`src/hw/rtl/fdc_pkg.sv`:
```
// Shared types, constants and codes of the fan duty curve controller
package fdc_pkg;

    localparam int TEMP_W   = 12;
    localparam int DUTY_W   = 7;
    localparam int MASK_W   = 8;
    localparam int SPEED_W  = 8;
    localparam int SYS_W    = 2;
    localparam int CFG_AW   = 3;
    localparam int CFG_DW   = 12;
    localparam int SPAN_W   = 12;
    localparam int NUM_W    = 19;
    localparam int QCNT_W   = 3;

    localparam logic [DUTY_W-1:0] DUTY_LIMIT = 7'd100;

    localparam logic signed [TEMP_W-1:0] RST_TEMP_OFF  = 12'sd640;
    localparam logic signed [TEMP_W-1:0] RST_TEMP_LOW  = 12'sd720;
    localparam logic signed [TEMP_W-1:0] RST_TEMP_HIGH = 12'sd1120;
    localparam logic [DUTY_W-1:0]        RST_DUTY_MIN  = 7'd30;
    localparam logic [DUTY_W-1:0]        RST_DUTY_MAX  = 7'd100;
    localparam logic [MASK_W-1:0]        RST_TEMP_BITS = 8'd1;
    localparam logic [MASK_W-1:0]        RST_HUM_BITS  = 8'd2;

    localparam logic [CFG_AW-1:0] CFG_TEMP_OFF  = 3'd0;
    localparam logic [CFG_AW-1:0] CFG_TEMP_LOW  = 3'd1;
    localparam logic [CFG_AW-1:0] CFG_TEMP_HIGH = 3'd2;
    localparam logic [CFG_AW-1:0] CFG_DUTY_MIN  = 3'd3;
    localparam logic [CFG_AW-1:0] CFG_DUTY_MAX  = 3'd4;
    localparam logic [CFG_AW-1:0] CFG_TEMP_BITS = 3'd5;
    localparam logic [CFG_AW-1:0] CFG_HUM_BITS  = 3'd6;

    localparam logic [SYS_W-1:0] SYS_OFF = 2'd0;
    localparam logic [SYS_W-1:0] SYS_RUN = 2'd1;

    typedef enum logic [1:0] {
        REQ_TEMP  = 2'd0,
        REQ_STATE = 2'd1,
        REQ_ALERT = 2'd2,
        REQ_SPEED = 2'd3
    } t_req;

    typedef enum logic [2:0] {
        ST_IDLE,
        ST_EVAL,
        ST_MUL,
        ST_SUM,
        ST_DIV,
        ST_DONE
    } t_state;

    typedef struct packed {
        logic load;
        logic eval;
        logic mul;
        logic sum;
        logic div_step;
        logic commit;
    } t_dp_cmd;

    typedef struct packed {
        logic interp;
        logic div_last;
        logic out_free;
    } t_dp_sts;

    function automatic logic [DUTY_W-1:0] clamp_duty(input logic [DUTY_W-1:0] d);
        return (d > DUTY_LIMIT) ? DUTY_LIMIT : d;
    endfunction

endpackage

```
`src/hw/rtl/fdc_ctrl.sv`:
```
// Sequencer of the fan duty controller: evaluate, multiply, sum, divide, commit
module fdc_ctrl (
    input  logic             i_clk,
    input  logic             i_rst_n,
    input  logic             i_in_valid,
    input  fdc_pkg::t_dp_sts i_sts,
    output logic             o_in_ready,
    output fdc_pkg::t_dp_cmd o_cmd
);

    fdc_pkg::t_state r_state;
    fdc_pkg::t_state n_state;

    always_ff @(posedge i_clk) begin
        if (!i_rst_n) begin
            r_state <= fdc_pkg::ST_IDLE;
        end else begin
            r_state <= n_state;
        end
    end

    always_comb begin
        n_state = r_state;
        unique case (r_state)
            fdc_pkg::ST_IDLE: begin
                if (i_in_valid) n_state = fdc_pkg::ST_EVAL;
            end
            fdc_pkg::ST_EVAL: begin
                n_state = i_sts.interp ? fdc_pkg::ST_MUL : fdc_pkg::ST_DONE;
            end
            fdc_pkg::ST_MUL: n_state = fdc_pkg::ST_SUM;
            fdc_pkg::ST_SUM: n_state = fdc_pkg::ST_DIV;
            fdc_pkg::ST_DIV: begin
                if (i_sts.div_last) n_state = fdc_pkg::ST_DONE;
            end
            fdc_pkg::ST_DONE: begin
                if (i_sts.out_free) n_state = fdc_pkg::ST_IDLE;
            end
            default: n_state = fdc_pkg::ST_IDLE;
        endcase
    end

    always_comb begin
        o_cmd      = '0;
        o_in_ready = 1'b0;
        unique case (r_state)
            fdc_pkg::ST_IDLE: begin
                o_in_ready = 1'b1;
                o_cmd.load = i_in_valid;
            end
            fdc_pkg::ST_EVAL: o_cmd.eval     = 1'b1;
            fdc_pkg::ST_MUL:  o_cmd.mul      = 1'b1;
            fdc_pkg::ST_SUM:  o_cmd.sum      = 1'b1;
            fdc_pkg::ST_DIV:  o_cmd.div_step = 1'b1;
            fdc_pkg::ST_DONE: o_cmd.commit   = i_sts.out_free;
            default: o_cmd = '0;
        endcase
    end

endmodule

```
`src/hw/rtl/fdc_datapath.sv`:
```
// Datapath: config registers, controller state, curve logic, divider, output word
module fdc_datapath (
    input  logic                                 i_clk,
    input  logic                                 i_rst_n,
    input  logic                                 i_cfg_we,
    input  logic [fdc_pkg::CFG_AW-1:0]           i_cfg_addr,
    input  logic [fdc_pkg::CFG_DW-1:0]           i_cfg_wdata,
    input  logic [1:0]                           i_req_type,
    input  logic signed [fdc_pkg::TEMP_W-1:0]    i_temp_c_q4,
    input  logic                                 i_temp_valid,
    input  logic [fdc_pkg::SYS_W-1:0]            i_new_system_state,
    input  logic [fdc_pkg::MASK_W-1:0]           i_new_alert_mask,
    input  logic [fdc_pkg::SPEED_W-1:0]          i_speed_request,
    input  logic                                 i_out_ready,
    input  fdc_pkg::t_dp_cmd                     i_cmd,
    output fdc_pkg::t_dp_sts                     o_sts,
    output logic                                 o_out_valid,
    output logic [fdc_pkg::DUTY_W-1:0]           o_duty_percent
);

    localparam int DW = fdc_pkg::DUTY_W;
    localparam int TW = fdc_pkg::TEMP_W;
    localparam int SW = fdc_pkg::SPAN_W;
    localparam int NW = fdc_pkg::NUM_W;

    // configuration
    logic signed [TW-1:0]          r_temp_off;
    logic signed [TW-1:0]          r_temp_low;
    logic signed [TW-1:0]          r_temp_high;
    logic [DW-1:0]                 r_duty_min;
    logic [DW-1:0]                 r_duty_max;
    logic [fdc_pkg::MASK_W-1:0]    r_temp_bits;
    logic [fdc_pkg::MASK_W-1:0]    r_hum_bits;

    // controller state
    logic [DW-1:0]                 r_cur_duty;
    logic [fdc_pkg::SYS_W-1:0]     r_sys;
    logic [fdc_pkg::MASK_W-1:0]    r_mask;

    // latched word
    fdc_pkg::t_req                 r_req;
    logic signed [TW-1:0]          r_temp;
    logic                          r_tvalid;
    logic [fdc_pkg::SYS_W-1:0]     r_nsys;
    logic [fdc_pkg::MASK_W-1:0]    r_nmask;
    logic [fdc_pkg::SPEED_W-1:0]   r_speed;

    // working registers
    logic [DW-1:0]                 r_res;
    logic                          r_interp;
    logic [SW-1:0]                 r_span;
    logic [NW-1:0]                 r_p1;
    logic signed [NW+1:0]          r_p2;
    logic [NW-1:0]                 r_rem;
    logic [DW-1:0]                 r_q;
    logic [fdc_pkg::QCNT_W-1:0]    r_cnt;

    logic                          r_out_valid;
    logic [DW-1:0]                 r_out_duty;

    logic [DW-1:0]                 dmin;
    logic [DW-1:0]                 dmax;
    logic [DW-1:0]                 hold;
    logic [DW-1:0]                 n_res;
    logic                          n_interp;
    logic signed [TW:0]            span_full;
    logic signed [TW:0]            diff_full;
    logic signed [DW:0]            dslope;
    logic [NW-1:0]                 p1;
    logic signed [NW+1:0]          p2;
    logic signed [NW+1:0]          num_full;
    logic [NW-1:0]                 trial;
    logic                          q_bit;
    logic [DW-1:0]                 final_duty;
    logic                          out_free;

    assign dmin = fdc_pkg::clamp_duty(r_duty_min);
    assign dmax = fdc_pkg::clamp_duty(r_duty_max);
    assign hold = (r_cur_duty != '0) ? dmin : '0;

    always_comb begin
        n_res    = r_cur_duty;
        n_interp = 1'b0;
        unique case (r_req)
            fdc_pkg::REQ_TEMP: begin
                priority if ((r_mask & r_temp_bits) != '0) begin
                    n_res = dmax;
                end else if (r_sys == fdc_pkg::SYS_OFF) begin
                    n_res = '0;
                end else if (r_sys != fdc_pkg::SYS_RUN) begin
                    n_res = ((r_mask & r_hum_bits) != '0) ? dmin : '0;
                end else if (!r_tvalid) begin
                    n_res = hold;
                end else if (r_temp <= r_temp_off) begin
                    n_res = '0;
                end else if (r_temp <= r_temp_low) begin
                    n_res = hold;
                end else if (r_temp >= r_temp_high) begin
                    n_res = dmax;
                end else begin
                    n_res    = '0;
                    n_interp = 1'b1;
                end
            end
            fdc_pkg::REQ_STATE: n_res = (r_nsys == fdc_pkg::SYS_OFF) ? '0 : r_cur_duty;
            fdc_pkg::REQ_ALERT: n_res = r_cur_duty;
            fdc_pkg::REQ_SPEED: begin
                n_res = (r_speed > fdc_pkg::SPEED_W'(fdc_pkg::DUTY_LIMIT)) ?
                        fdc_pkg::DUTY_LIMIT : r_speed[DW-1:0];
            end
            default: n_res = r_cur_duty;
        endcase
    end

    // low < T < high here, so span and T - low are positive and below 4096
    assign span_full = {r_temp_high[TW-1], r_temp_high} - {r_temp_low[TW-1], r_temp_low};
    assign diff_full = {r_temp[TW-1], r_temp} - {r_temp_low[TW-1], r_temp_low};
    assign dslope    = $signed({1'b0, dmax}) - $signed({1'b0, dmin});
    assign p1        = NW'(dmin) * NW'(span_full[SW-1:0]);
    assign p2        = (NW+2)'($signed({1'b0, diff_full[SW-1:0]})) * (NW+2)'(dslope);
    assign num_full  = $signed({2'b00, r_p1}) + r_p2;

    // restoring divide, quotient known to stay at or below 100
    assign trial = NW'({{(NW-SW){1'b0}}, r_span} << r_cnt);
    assign q_bit = (r_rem >= trial);

    assign final_duty = r_interp ? fdc_pkg::clamp_duty(r_q) : r_res;
    assign out_free   = !r_out_valid || i_out_ready;

    assign o_sts.interp   = n_interp;
    assign o_sts.div_last = (r_cnt == '0);
    assign o_sts.out_free = out_free;

    always_ff @(posedge i_clk) begin
        if (!i_rst_n) begin
            r_temp_off  <= fdc_pkg::RST_TEMP_OFF;
            r_temp_low  <= fdc_pkg::RST_TEMP_LOW;
            r_temp_high <= fdc_pkg::RST_TEMP_HIGH;
            r_duty_min  <= fdc_pkg::RST_DUTY_MIN;
            r_duty_max  <= fdc_pkg::RST_DUTY_MAX;
            r_temp_bits <= fdc_pkg::RST_TEMP_BITS;
            r_hum_bits  <= fdc_pkg::RST_HUM_BITS;
        end else if (i_cfg_we) begin
            unique case (i_cfg_addr)
                fdc_pkg::CFG_TEMP_OFF:  r_temp_off  <= $signed(i_cfg_wdata);
                fdc_pkg::CFG_TEMP_LOW:  r_temp_low  <= $signed(i_cfg_wdata);
                fdc_pkg::CFG_TEMP_HIGH: r_temp_high <= $signed(i_cfg_wdata);
                fdc_pkg::CFG_DUTY_MIN:  r_duty_min  <= i_cfg_wdata[DW-1:0];
                fdc_pkg::CFG_DUTY_MAX:  r_duty_max  <= i_cfg_wdata[DW-1:0];
                fdc_pkg::CFG_TEMP_BITS: r_temp_bits <= i_cfg_wdata[fdc_pkg::MASK_W-1:0];
                fdc_pkg::CFG_HUM_BITS:  r_hum_bits  <= i_cfg_wdata[fdc_pkg::MASK_W-1:0];
                default: ;
            endcase
        end
    end

    always_ff @(posedge i_clk) begin
        if (!i_rst_n) begin
            r_cur_duty  <= '0;
            r_sys       <= fdc_pkg::SYS_OFF;
            r_mask      <= '0;
            r_out_valid <= 1'b0;
        end else begin
            if (i_cmd.commit) begin
                r_cur_duty  <= final_duty;
                r_out_valid <= 1'b1;
                if (r_req == fdc_pkg::REQ_STATE) r_sys  <= r_nsys;
                if (r_req == fdc_pkg::REQ_ALERT) r_mask <= r_nmask;
            end else if (i_out_ready) begin
                r_out_valid <= 1'b0;
            end
        end
    end

    always_ff @(posedge i_clk) begin
        if (i_cmd.load) begin
            r_req    <= fdc_pkg::t_req'(i_req_type);
            r_temp   <= i_temp_c_q4;
            r_tvalid <= i_temp_valid;
            r_nsys   <= i_new_system_state;
            r_nmask  <= i_new_alert_mask;
            r_speed  <= i_speed_request;
        end
        if (i_cmd.eval) begin
            r_res    <= n_res;
            r_interp <= n_interp;
        end
        if (i_cmd.mul) begin
            r_span <= span_full[SW-1:0];
            r_p1   <= p1;
            r_p2   <= p2;
        end
        if (i_cmd.sum) begin
            r_rem <= num_full[NW-1:0];
            r_q   <= '0;
            r_cnt <= fdc_pkg::QCNT_W'(DW - 1);
        end
        if (i_cmd.div_step) begin
            if (q_bit) r_rem <= r_rem - trial;
            r_q[r_cnt] <= q_bit;
            r_cnt      <= r_cnt - 1'b1;
        end
        if (i_cmd.commit) begin
            r_out_duty <= final_duty;
        end
    end

    assign o_out_valid    = r_out_valid;
    assign o_duty_percent = r_out_duty;

endmodule

```
`src/hw/rtl/fan_duty_curve_controller.sv`:
```
// Top level of the fan duty curve controller
// Usage:
//   Input channel i_in_valid / o_in_ready carries one request word (type,
//   temperature, valid flag, new state, new alert mask, speed request).
//   Output channel o_out_valid / i_out_ready returns one word per request:
//   the fan duty in percent after that request.
//   Configuration is a plain write port (i_cfg_we, i_cfg_addr, i_cfg_wdata),
//   registers 0..6, writes to other indexes are dropped; write only while idle.
// Sequence:
//   A word is taken in the idle state, evaluated the next cycle and then
//   committed to the output register once that register is free; the next
//   word is taken only after that commit. A temperature update on the linear
//   part of the curve adds a multiply step, a sum step and the restoring
//   divider, which forms the 7 quotient bits, before the commit.
// Reset: synchronous, active low; config returns to its defaults, duty 0,
//   state power off, alert mask 0, no output word pending.
// Stall: the output register holds its word; one further request is taken and
//   worked on, and waits in the commit step until the output register frees.
module fan_duty_curve_controller (
    input  logic                                 i_clk,
    input  logic                                 i_rst_n,
    input  logic                                 i_cfg_we,
    input  logic [fdc_pkg::CFG_AW-1:0]           i_cfg_addr,
    input  logic [fdc_pkg::CFG_DW-1:0]           i_cfg_wdata,
    input  logic                                 i_in_valid,
    output logic                                 o_in_ready,
    input  logic [1:0]                           i_req_type,
    input  logic signed [fdc_pkg::TEMP_W-1:0]    i_temp_c_q4,
    input  logic                                 i_temp_valid,
    input  logic [fdc_pkg::SYS_W-1:0]            i_new_system_state,
    input  logic [fdc_pkg::MASK_W-1:0]           i_new_alert_mask,
    input  logic [fdc_pkg::SPEED_W-1:0]          i_speed_request,
    output logic                                 o_out_valid,
    input  logic                                 i_out_ready,
    output logic [fdc_pkg::DUTY_W-1:0]           o_duty_percent
);

    fdc_pkg::t_dp_cmd cmd;
    fdc_pkg::t_dp_sts sts;

    fdc_ctrl u_ctrl (
        .i_clk      (i_clk),
        .i_rst_n    (i_rst_n),
        .i_in_valid (i_in_valid),
        .i_sts      (sts),
        .o_in_ready (o_in_ready),
        .o_cmd      (cmd)
    );

    fdc_datapath u_dp (
        .i_clk              (i_clk),
        .i_rst_n            (i_rst_n),
        .i_cfg_we           (i_cfg_we),
        .i_cfg_addr         (i_cfg_addr),
        .i_cfg_wdata        (i_cfg_wdata),
        .i_req_type         (i_req_type),
        .i_temp_c_q4        (i_temp_c_q4),
        .i_temp_valid       (i_temp_valid),
        .i_new_system_state (i_new_system_state),
        .i_new_alert_mask   (i_new_alert_mask),
        .i_speed_request    (i_speed_request),
        .i_out_ready        (i_out_ready),
        .i_cmd              (cmd),
        .o_sts              (sts),
        .o_out_valid        (o_out_valid),
        .o_duty_percent     (o_duty_percent)
    );

endmodule

```
`config.mk`:
```
export PLATFORM = sky130hd
export DESIGN_NAME = fan_duty_curve_controller
export DESIGN_NICKNAME = d
export VERILOG_FILES = /design/src/hw/rtl/fdc_pkg.sv /design/src/hw/rtl/fdc_ctrl.sv /design/src/hw/rtl/fdc_datapath.sv /design/src/hw/rtl/fan_duty_curve_controller.sv
export SDC_FILE = /design/constraint.sdc
export NUM_CORES = 1
export LEC_CHECK = 0
export BUFFER_PORTS_ARGS = -buffer_cell sky130_fd_sc_hd__buf_2
export CORE_MARGIN = 2
export CORE_UTILIZATION = 31
export DETAILED_ROUTE_END_ITERATION = 12
export GPL_TIMING_DRIVEN = 0
export SYNTH_ARGS = -nofsm -noshare
export SYNTH_HDL_FRONTEND = slang
export SYNTH_SLANG_ARGS = --single-unit
```
`constraint.sdc`:
```
create_clock -name i_clk -period 9.61 [get_ports i_clk]
set_input_delay 0.961 -clock i_clk [delete_from_list [all_inputs] [get_ports i_clk]]
set_output_delay 0.961 -clock i_clk [all_outputs]
set_load 0.01 [all_outputs]
```
### Yosys cells after proc, flatten, opt, wreduce, memory -nomap -nowiden

Index checks and enable logic that the tools add are counted.

| storage, ports and cells | value |
|---|---|
| logic and storage cells | 138 |
| flip-flop bits (word level) | 214 |
| output and inout bits | 9 |

| operators by class | value |
|---|---|
| equal/unequal tests | 18 |
| add/subtract/negate cells | 6 |
| muxes and demuxes | 48 |
| $mul | 2 |
| bitwise logic cells | 2 |
| order comparisons | 10 |
| reductions and logical operators | 24 |
| shifts and indexed selects | 1 |

Operators with widths:

| operator | count |
|---|---|
| 7-bit 2-to-1 mux | 17 |
| 19-bit 2-to-1 mux | 3 |
| 7-bit case mux with 4 select lines | 1 |
| 12-bit less-or-equal comparator | 2 |
| 12-bit subtractor | 2 |
| 7-bit > comparator (second input constant) | 3 |
| 19-bit adder | 1 |
| 19-bit >= comparator | 1 |
| 13-bit by 8-bit multiplier with 19-bit output | 1 |
| 7-bit by 12-bit multiplier with 19-bit output | 1 |
| 12-bit by 3-bit << shifter with 19-bit output | 1 |
| 19-bit subtractor | 1 |
| 1-bit 2-to-1 mux | 18 |
| 3-bit 2-to-1 mux | 6 |
| 3-bit case mux with 6 select lines | 1 |
| 2-bit AND reduction | 9 |
| 8-bit bitwise AND | 2 |
| 8-bit nonzero test | 2 |
| 3-bit equality test (second input constant) | 5 |
| 3-bit by 2-bit equality test with 1-bit output (second input constant) | 4 |
| 12-bit >= comparator | 1 |
| 3-bit zero test | 3 |
| 8-bit by 7-bit > comparator with 1-bit output (second input constant) | 1 |
| 7-bit by 7-bit subtractor with 8-bit output | 1 |
| 17 further kinds | 24 |

### Depth between registers and ports, before layout

Gate-level depths: netlist of run 1.

| logic depth | value |
|---|---|
| depth after elaboration | 11 |
| depth in mapped cells | 29 |
| gate-level depth less buffers | 29 |

### Hierarchy

From an unflattened synthesis of run 1, not the netlist that was laid out.

| unflattened totals | value |
|---|---|
| cells, all modules | 1996 |
| area, all modules | 17874.6 um2 |

Modules (own cells, without submodules):

| module | instances | area each (um2) | seq. area each (um2) | cells an instance |
|---|---|---|---|---|
| fdc_datapath | 1 | 17610.6 | 5235.0 | 1964 |
| fdc_ctrl | 1 | 264.0 | 60.1 | 32 |

### Worst setup path before layout of run 1

OpenSTA, ideal clock, no wires.

| path | value |
|---|---|
| kind | register -> register |
| start point | register u_dp.r_duty_min[6] |
| end point | register u_dp.r_p2[18] (data pin) |
| cell stages (with the launch flop) | 29 |
| path slack | 2.728 ns |
| path buffers | 1 |
| arrival | 6.614 ns |
| period minus slack after synthesis | 6.882 ns |
| cells stage by stage | dfxtp_1 -> o311ai_0 -> nand2_1 -> inv_1 -> ha_1 -> fa_1 -> nand2b_1 -> o21ai_0 -> a21o_1 -> a21oi_1 -> xor2_1 -> buf_2 -> or2_2 -> fa_1 -> fa_1 -> inv_1 -> fa_1 -> inv_1 -> fa_1 -> inv_1 -> ha_1 -> o21a_1 -> o31a_1 -> o211ai_1 -> a31oi_1 -> o21a_1 -> o21ai_0 -> nand2b_1 -> xnor3_1 |

| on the way | value |
|---|---|
| word-level cells in the longest chain between the ends | 4 |

Ends and longest elaborated chain:

| item | RTL line | source |
|---|---|---|
| start, declared | fdc_datapath.sv:30 | `logic [DW-1:0] r_duty_min;` |
| start signal, assigned | fdc_datapath.sv:139 | `r_duty_min <= fdc_pkg::RST_DUTY_MIN;` |
| start signal, assigned | fdc_datapath.sv:148 | `fdc_pkg::CFG_DUTY_MIN: r_duty_min <= i_cfg_wdata[DW-1:0];` |
| 7-bit > comparator | fdc_pkg.sv:68 | `return (d > DUTY_LIMIT) ? DUTY_LIMIT : d;` |
| 7-bit 2-to-1 mux (*) | fdc_pkg.sv:68 |  |
| 7-bit by 7-bit subtractor with 8-bit output (*) | fdc_datapath.sv:118 | `assign dslope = $signed({1'b0, dmax}) - $signed({1'b0, dmin});` |
| 13-bit by 8-bit multiplier with 19-bit output (*) | fdc_datapath.sv:120 | `assign p2 = (NW+2)'($signed({1'b0, diff_full[SW-1:0]})) * (NW+2)'(dslope);` |
| named net u_dp.p2[18] | fdc_datapath.sv:70 | `logic signed [NW+1:0] p2;` |
| end signal, assigned | fdc_datapath.sv:191 | `r_p2 <= p2;` |
| end, declared | fdc_datapath.sv:53 | `logic signed [NW+1:0] r_p2;` |

The timed path passes the listed nets; every way through them passes the cells marked *.
A chain may end at the register's enable or synchronous reset.

### Worst setup path after layout of run 1

| path | value |
|---|---|
| start point | register u_dp.r_duty_min[3] |
| end point | register u_dp.r_p2[18] (data pin) |

Same word-level chain as after synthesis.

==> flow_metrics.tcl, run 1 <==
set metrics [dict create \
    cts_resized 0 \
    holdCritPathClass "flop to flop" \
    worstReg2RegEnd "u_dp.r_p2[18]$_DFFE_PP_" \
    min_path_cells 2 \
    critPathMaxFanout 10 \
    n_antenna_cell 0 \
    cts.clk_slew.worst_paths_ns 0.06 \
    tns_ns 0 \
    fp.dieW_um 243 \
    max_freq_ghz 0.122 \
    utilization_pct 35.0 \
    hpwlAfterDp_um 36900 \
    finalSetupViolCount 0 \
    grt_pass1_vias 14000 \
    clock_latency_ns 0.56 \
    first_pass_iters 5 \
    grt_pass1_wl_um 73400 \
    skew_ns 0.0247 \
    clock_path_buffers 3 \
    crit_path_start_kind "flop" \
    hold_viol 0 \
    io_buffers 60 \
    die_area_mm2 0.0589 \
    syn_inst 1965 \
    place_congestion 0.888 \
    drive_gt1_share_pct 6.94 \
    gr-usage-all-layers_pct 15.3 \
    critPathArrivalTime_ns 8.49 \
    final_area_mm2 0.0197 \
    crit_type "flop to flop" \
    rsz0062_at_grt "false" \
    cts_sinks 214 \
    yosysTopAreaCell "edfxtp_1" \
    cp.required_ns 9.90 \
    ios 62 \
    grt-ovfl-total 0 \
    cts_tree "done" \
    postRouteAntennaNets 0 \
    critPathLaunch "u_dp.r_duty_min[3]$_SDFFE_PN1P_" \
    yosysTopAreaCellShare_pct 17.2 \
    syn2layout_area_growth_pct 11.7 \
    ctsHoldBuffers 0 \
    grt_max_degree 34 \
    synth.distinct_cells 72 \
    reg2reg_depth 28 \
    initial_core_util_pct 31.3 \
    vias 14000 \
    worst_slew_pin_slew_ns 1.38 \
    cts_buffers 25 \
    antenna_found_initial 0 \
    netlist_area_mm2 0.0177 \
    synth_seq_area_share_pct 30.0 \
    die_h_um 243 \
    synth_fp_nets 2307 \
    ys.warnings.count 0 \
    finalWirelength_um 45900 \
    maxSlewHeadroom_pct 6.98 \
    drcViolationCount 0 \
    p_per_area_mw_per_mm2 218 \
    crit_path_end_kind "flop" \
    cts.htree.levels 1 \
    status "finished, final reports clean" \
    timing.rr.start "u_dp.r_duty_min[3]$_SDFFE_PN1P_" \
    core_mm2 0.0564 \
    post_cts_buffers 0 \
    cts_root_buf "clkbuf_16" \
    layout_min_cycle_time_ns 8.19 \
    wire_per_inst_um 16.2 \
    synth-seq-cells 214 \
    slowest_delay_ns 0.66 \
    fin_nets 2398 \
    place_area_mm2 0.0190 \
    cpMostUsedCell "fa_1" \
    viasPerCell 4.93 \
    total_power_w 0.00430 \
    holdPathEnd "u_dp.r_temp_off[10]$_SDFFE_PN0P_" \
    vdd_drop_max_uv 128 \
    drv_slew 0 \
    crit_slowest_cell "o311ai_0" \
    syn_area_per_cell_um2 8.99 \
    drt_iter0_markers 908 \
    path_delay_family "adder cells" \
    max_cap_viol_count 0 \
    cellLeakagePower_nw 8.55 \
    path_buf_inv 5 \
    fin_crit_sh_pct 85.3 \
    hp-start "u_dp.r_temp_off[10]$_SDFFE_PN0P_" \
    row_count 87 \
    ys_top_cells_by_area "edfxtp_1 (17%), fa_1 (13%), dfxtp_1 (13%)" \
    async_flop_share_pct 0 \
    r2r_setup_slack_ns 1.42 \
    synth-edff-count 101 \
    timing.hold.ws_ns 0.465 \
    ys.flop_type "dfxtp_1" \
]
[layer usage]
layer / track usage [%] / up-vias / part of all wire [%]
li1: - / 6884 / -
met1: 20.6 / 6700 / 46
met2: 26.3 / 307 / 47
met3: 1.71 / 64 / 4.0
met4: 4.02 / 0 / 2.7
met5: 0 / - / 0
[tightest hold or removal path, cell delays in order (launching register included)]
cell	delay, ns
dfxtp_1	0.31
nand2_1	0.05
a21boi_0	0.06
[through the flow]
stage	setup slack [ns]	std cells
2_1_floorplan	2.73	1965
3_3_place_gp	1.44	2781
3_5_place_dp	1.42	2785
4_1_cts	1.38	2831
5_1_grt	0.876	2831
6_report	1.42	2831
[where the power goes]
group          switching [W]  leakage, nW  internal [W]  total (W)
Sequential         0.0000575         1.85       0.00112    0.00118
Combinational        0.00129         6.32      0.000916    0.00221
Clock               0.000389        0.379      0.000521   0.000910
[cells by family after synthesis]
kind of cell	Yosys count	share of synthesized area, %
XOR/XNOR	84	4.24
buffers and inverters	293	6.31
AND/OR/NAND/NOR	662	17.3
adder cells (fa/ha/maj)	289	25.4
AO/OA/AOI/OAI	381	14.3
multiplexers	42	2.51
flip-flops	214	30.0
[sequential cells by signal (all words and copies together), names as in the netlist, 8 cells and up]
signal / count
u_dp.r_hum_bits: 8
u_dp.r_mask: 8
u_dp.r_nmask: 8
u_dp.r_p1: 19
u_dp.r_p2: 19
u_dp.r_rem: 19
u_dp.r_span: 12
u_dp.r_speed: 8
u_dp.r_temp: 12
u_dp.r_temp_bits: 8
u_dp.r_temp_high: 12
u_dp.r_temp_low: 12
u_dp.r_temp_off: 12
[cell usage after synthesis, types with 4 or more instances]
| library cell | n |
|---|---|
| mux2i_1 | 33 |
| o21a_1 | 20 |
| xor2_1 | 33 |
| clkbuf_1 | 46 |
| or3_1 | 10 |
| mux2_2 | 8 |
| o311a_1 | 7 |
| o21bai_1 | 10 |
| o211ai_1 | 15 |
| a22oi_1 | 14 |
| and3_1 | 14 |
| nor2b_1 | 34 |
| nor3b_1 | 4 |
| nand2_1 | 264 |
| dfxtp_1 | 113 |
| o31a_1 | 5 |
| nor3_1 | 36 |
| nor2_1 | 148 |
| o311ai_0 | 6 |
| inv_1 | 238 |
| a31oi_1 | 18 |
| a211oi_1 | 11 |
| o21ai_0 | 74 |
| xnor2_1 | 50 |
| nand3_1 | 42 |
| nor4_1 | 7 |
| a21oi_1 | 85 |
| ha_1 | 174 |
| fa_1 | 115 |
| a21boi_0 | 49 |
| and2_1 | 22 |
| edfxtp_1 | 101 |
| o221ai_1 | 8 |
| nand2b_1 | 26 |
| a21o_1 | 30 |
| nand4_1 | 15 |
| or2_2 | 24 |
[final cells by class]
class / instances / area [um2]
plain buffers: 54 / 218
well taps: 756 / 946
clock inverters: 10 / 93.8
multi-input cells: 1458 / 11300
inverters: 239 / 897
clock buffers: 36 / 677
repair buffers: 64 / 342
fillers: 5887 / 36700
flip-flops and latches: 214 / 5300
[worst max path at each step]
stage,end,depth (start not counted),slack (ns)
after floorplan,u_dp.r_p2[18]$_DFFE_PP_,28,2.73
final,u_dp.r_p2[18]$_DFFE_PP_,28,1.42
after CTS,u_dp.r_p2[18]$_DFFE_PP_,28,1.38
after detailed placement,u_dp.r_p2[18]$_DFFE_PP_,28,1.42
after global routing,u_dp.r_p2[18]$_DFFE_PP_,28,0.88
after global placement,u_dp.r_p2[18]$_DFFE_PP_,28,1.44
[cells in the final DEF, fill, tap and decap left out, types with 30 or more instances in the layout]
cell      Yosys  final
edfxtp_1    101    101
nand2_1     264    264
nor2_1      148    148
clkbuf_1     46     56
a21oi_1      85     85
a21boi_0     49     49
mux2i_1      33     33
o21ai_0      74     74
a21o_1       30     30
nand3_1      42     42
dfxtp_1     113    113
ha_1        174    174
fa_1        115    115
inv_1       238    238
xnor2_1      50     50
buf_2         2     62
nor2b_1      34     34
nor3_1       36     36
xor2_1       33     33
No activity file was read; power rests on OpenSTA's default activity.
==> run 2, diff against run 1 <==
--- a/config.mk
+++ b/config.mk
@@ -6,10 +6,12 @@
 export NUM_CORES = 1
 export LEC_CHECK = 0
 export BUFFER_PORTS_ARGS = -buffer_cell sky130_fd_sc_hd__buf_2
+export CORE_ASPECT_RATIO = 0.5
 export CORE_MARGIN = 2
 export CORE_UTILIZATION = 31
 export DETAILED_ROUTE_END_ITERATION = 12
 export GPL_TIMING_DRIVEN = 0
 export SYNTH_ARGS = -nofsm -noshare
 export SYNTH_HDL_FRONTEND = slang
+export SYNTH_HIERARCHICAL = 1
 export SYNTH_SLANG_ARGS = --single-unit
==> run 2 against run 1 <==
Effect of this change:
- total power rose by 8.2%
- combinational power rose by 13%
- register-to-register slack improved by 0.41 ns
- critical endpoint is now u_dp/r_p2[18]$_DFFE_PP_
- critical path type unchanged
- highest routed layer unchanged
==> flow_metrics.tcl, run 2 <==
set metrics [dict create \
    cts_buffers 24 \
    grt-ovfl-total 0 \
    grt_pass1_wl_um 73600 \
    vias 14000 \
    syn_inst 1996 \
    ys.flop_type "dfxtp_1" \
    die_h_um 174 \
    antenna_found_initial 0 \
    slowest_delay_ns 0.56 \
    ys.warnings.count 6 \
    synth_fp_nets 2338 \
    gr-usage-all-layers_pct 15.3 \
    cts_resized 0 \
    yosysTopAreaCell "edfxtp_1" \
    clock_latency_ns 0.57 \
    drive_gt1_share_pct 8.03 \
    hold_viol 0 \
    rsz0062_at_grt "false" \
    ys_top_cells_by_area "edfxtp_1 (17%), fa_1 (13%), dfxtp_1 (13%)" \
    maxSlewHeadroom_pct 20.9 \
    p_per_area_mw_per_mm2 233 \
    clock_path_buffers 3 \
    worstReg2RegEnd "u_dp/r_p2[18]$_DFFE_PP_" \
    synth_seq_area_share_pct 29.6 \
    synth-seq-cells 214 \
    layout_common_cells "nand2_1 (279), inv_1 (230), ha_1 (174)" \
    drcViolationCount 0 \
    first_pass_iters 5 \
    timing.hold.ws_ns 0.465 \
    synth_common_cells "nand2_1 (279), inv_1 (230), ha_1 (174), nor2_1 (158), fa_1 (115)" \
    grt_pass1_vias 13900 \
    crit_slowest_cell "fa_1" \
    finalWirelength_um 45600 \
    post_cts_buffers 0 \
    wire_per_inst_um 15.9 \
    ios 62 \
    drt_iter0_markers 924 \
    syn2layout_area_growth_pct 11.8 \
    cellLeakagePower_nw 8.71 \
    place_congestion 0.897 \
    min_path_cells 2 \
    crit_path_start_kind "flop" \
    max_cap_viol_count 0 \
    n_antenna_cell 0 \
    reg_top3 "u_dp/r_p1 (19), u_dp/r_p2 (19), u_dp/r_rem (19)" \
    dp_slack_ns 1.83 \
    yosysTopAreaCellShare_pct 17.0 \
    cts_sinks 214 \
    finalSetupViolCount 0 \
    io_buffers 61 \
    fp.dieW_um 344 \
    reg2reg_depth 30 \
    layout_min_cycle_time_ns 7.79 \
    critPathArrivalTime_ns 8.04 \
    skew_ns 0.0458 \
    worst_slew_pin_slew_ns 1.18 \
    r2r_setup_slack_ns 1.82 \
    cts.htree.levels 1 \
    core_mm2 0.0572 \
    grt_max_degree 34 \
    max_freq_ghz 0.128 \
    holdPathEnd "u_dp/r_temp_low[10]$_SDFFE_PN0P_" \
    utilization_pct 35.0 \
    hpwlAfterDp_um 36800 \
    postRouteAntennaNets 0 \
    syn_area_per_cell_um2 8.96 \
    cpMostUsedCell "fa_1" \
    cts_root_buf "clkbuf_16" \
    drv_slew 0 \
    synth.distinct_cells 80 \
    viasPerCell 4.86 \
    fin_nets 2428 \
    row_count 62 \
    total_power_w 0.00465 \
    crit_type "flop to flop" \
    hp-start "u_dp/r_temp_low[10]$_SDFFE_PN0P_" \
    post-synth-top-count-cell "nand2_1" \
    critPathMaxFanout 10 \
    netlist_area_mm2 0.0179 \
    status "finished, final reports clean" \
    timing.rr.start "u_dp/r_duty_min[6]$_SDFFE_PN0P_" \
    async_flop_share_pct 0 \
    cts_tree "done" \
    cp.required_ns 9.87 \
    holdCritPathClass "flop to flop" \
    layout.cells.most_common "nand2_1" \
    cts.clk_slew.worst_paths_ns 0.07 \
    vdd_drop_max_uv 126 \
    fin_crit_sh_pct 81.0 \
    ctsHoldBuffers 0 \
    initial_core_util_pct 31.3 \
    setup_ws_ns 1.82 \
    tns_ns 0 \
    synth-edff-count 101 \
    die_area_mm2 0.0597 \
    crit_path_end_kind "flop" \
]
==> run 2: per-layer routing <==
metal  vias to the layer above  GRT usage, %  wire length [um]
met3                        62          1.83              1510
met4                         0          4.13              1170
li1                       6958             -                 -
met5                         -             0                 0
met1                      6691          20.7             21900
met2                       246          25.7             20900
==> run 2: area by class of cell <==
type                    instances  area [um2]
repair buffers                 64         339
clock buffers                  26         608
multi-input cells            1491       11500
well taps                     768         961
flip-flops and latches        214        5300
inverters                     232         871
fillers                      5855       37200
plain buffers                  59         248
clock inverters                18         199
==> run 2: worst max-delay path by stage <==
stage | start | endpoint | depth (start not counted)
2_1_floorplan | u_dp/r_duty_min[6]$_SDFFE_PN0P_ | u_dp/r_p2[18]$_DFFE_PP_ | 30
3_3_place_gp | u_dp/r_duty_min[6]$_SDFFE_PN0P_ | u_dp/r_p2[18]$_DFFE_PP_ | 30
3_5_place_dp | u_dp/r_duty_min[6]$_SDFFE_PN0P_ | u_dp/r_p2[18]$_DFFE_PP_ | 30
4_1_cts | u_dp/r_duty_min[6]$_SDFFE_PN0P_ | u_dp/r_p2[18]$_DFFE_PP_ | 30
5_1_grt | u_dp/r_duty_min[6]$_SDFFE_PN0P_ | u_dp/r_p2[18]$_DFFE_PP_ | 30
6_report | u_dp/r_duty_min[6]$_SDFFE_PN0P_ | u_dp/r_p2[18]$_DFFE_PP_ | 30
==> run 2: where the power goes <==
group	switching (W)	leakage [nW]	internal (W)
Combinational	0.00143	6.47	0.00107
Sequential	0.0000624	1.85	0.00115
Clock	0.000414	0.395	0.000524
Total	0.00191	8.71	0.00275
==> run 2: cell families after synthesis <==
kind of cell / after synthesis / synth area share [%]
compound gates: 382 / 14.4
xor+xnor: 82 / 4.02
fa+ha+maj: 289 / 25.1
mux: 50 / 2.92
simple gates: 688 / 17.7
buf+inv: 291 / 6.26
flops: 214 / 29.6
==> run 2: per-stage QoR <==
step,cell area (um2),std cells
2_1_floorplan,17900,1996
3_3_place_gp,19100,2825
3_5_place_dp,19200,2828
4_1_cts,20000,2872
5_1_grt,20000,2872
6_report,20000,2872
==> run 2: worst max-delay path: cells and delay by family, from the launching register on <==
kind / cells / cell delay, ns
flip-flops: 1 / 0.30
XOR/XNOR: 2 / 0.47
adder cells (fa/ha/maj): 7 / 3.10
AND/OR/NAND/NOR: 6 / 0.88
buffers and inverters: 6 / 1.14
AO/OA/AOI/OAI: 9 / 1.55
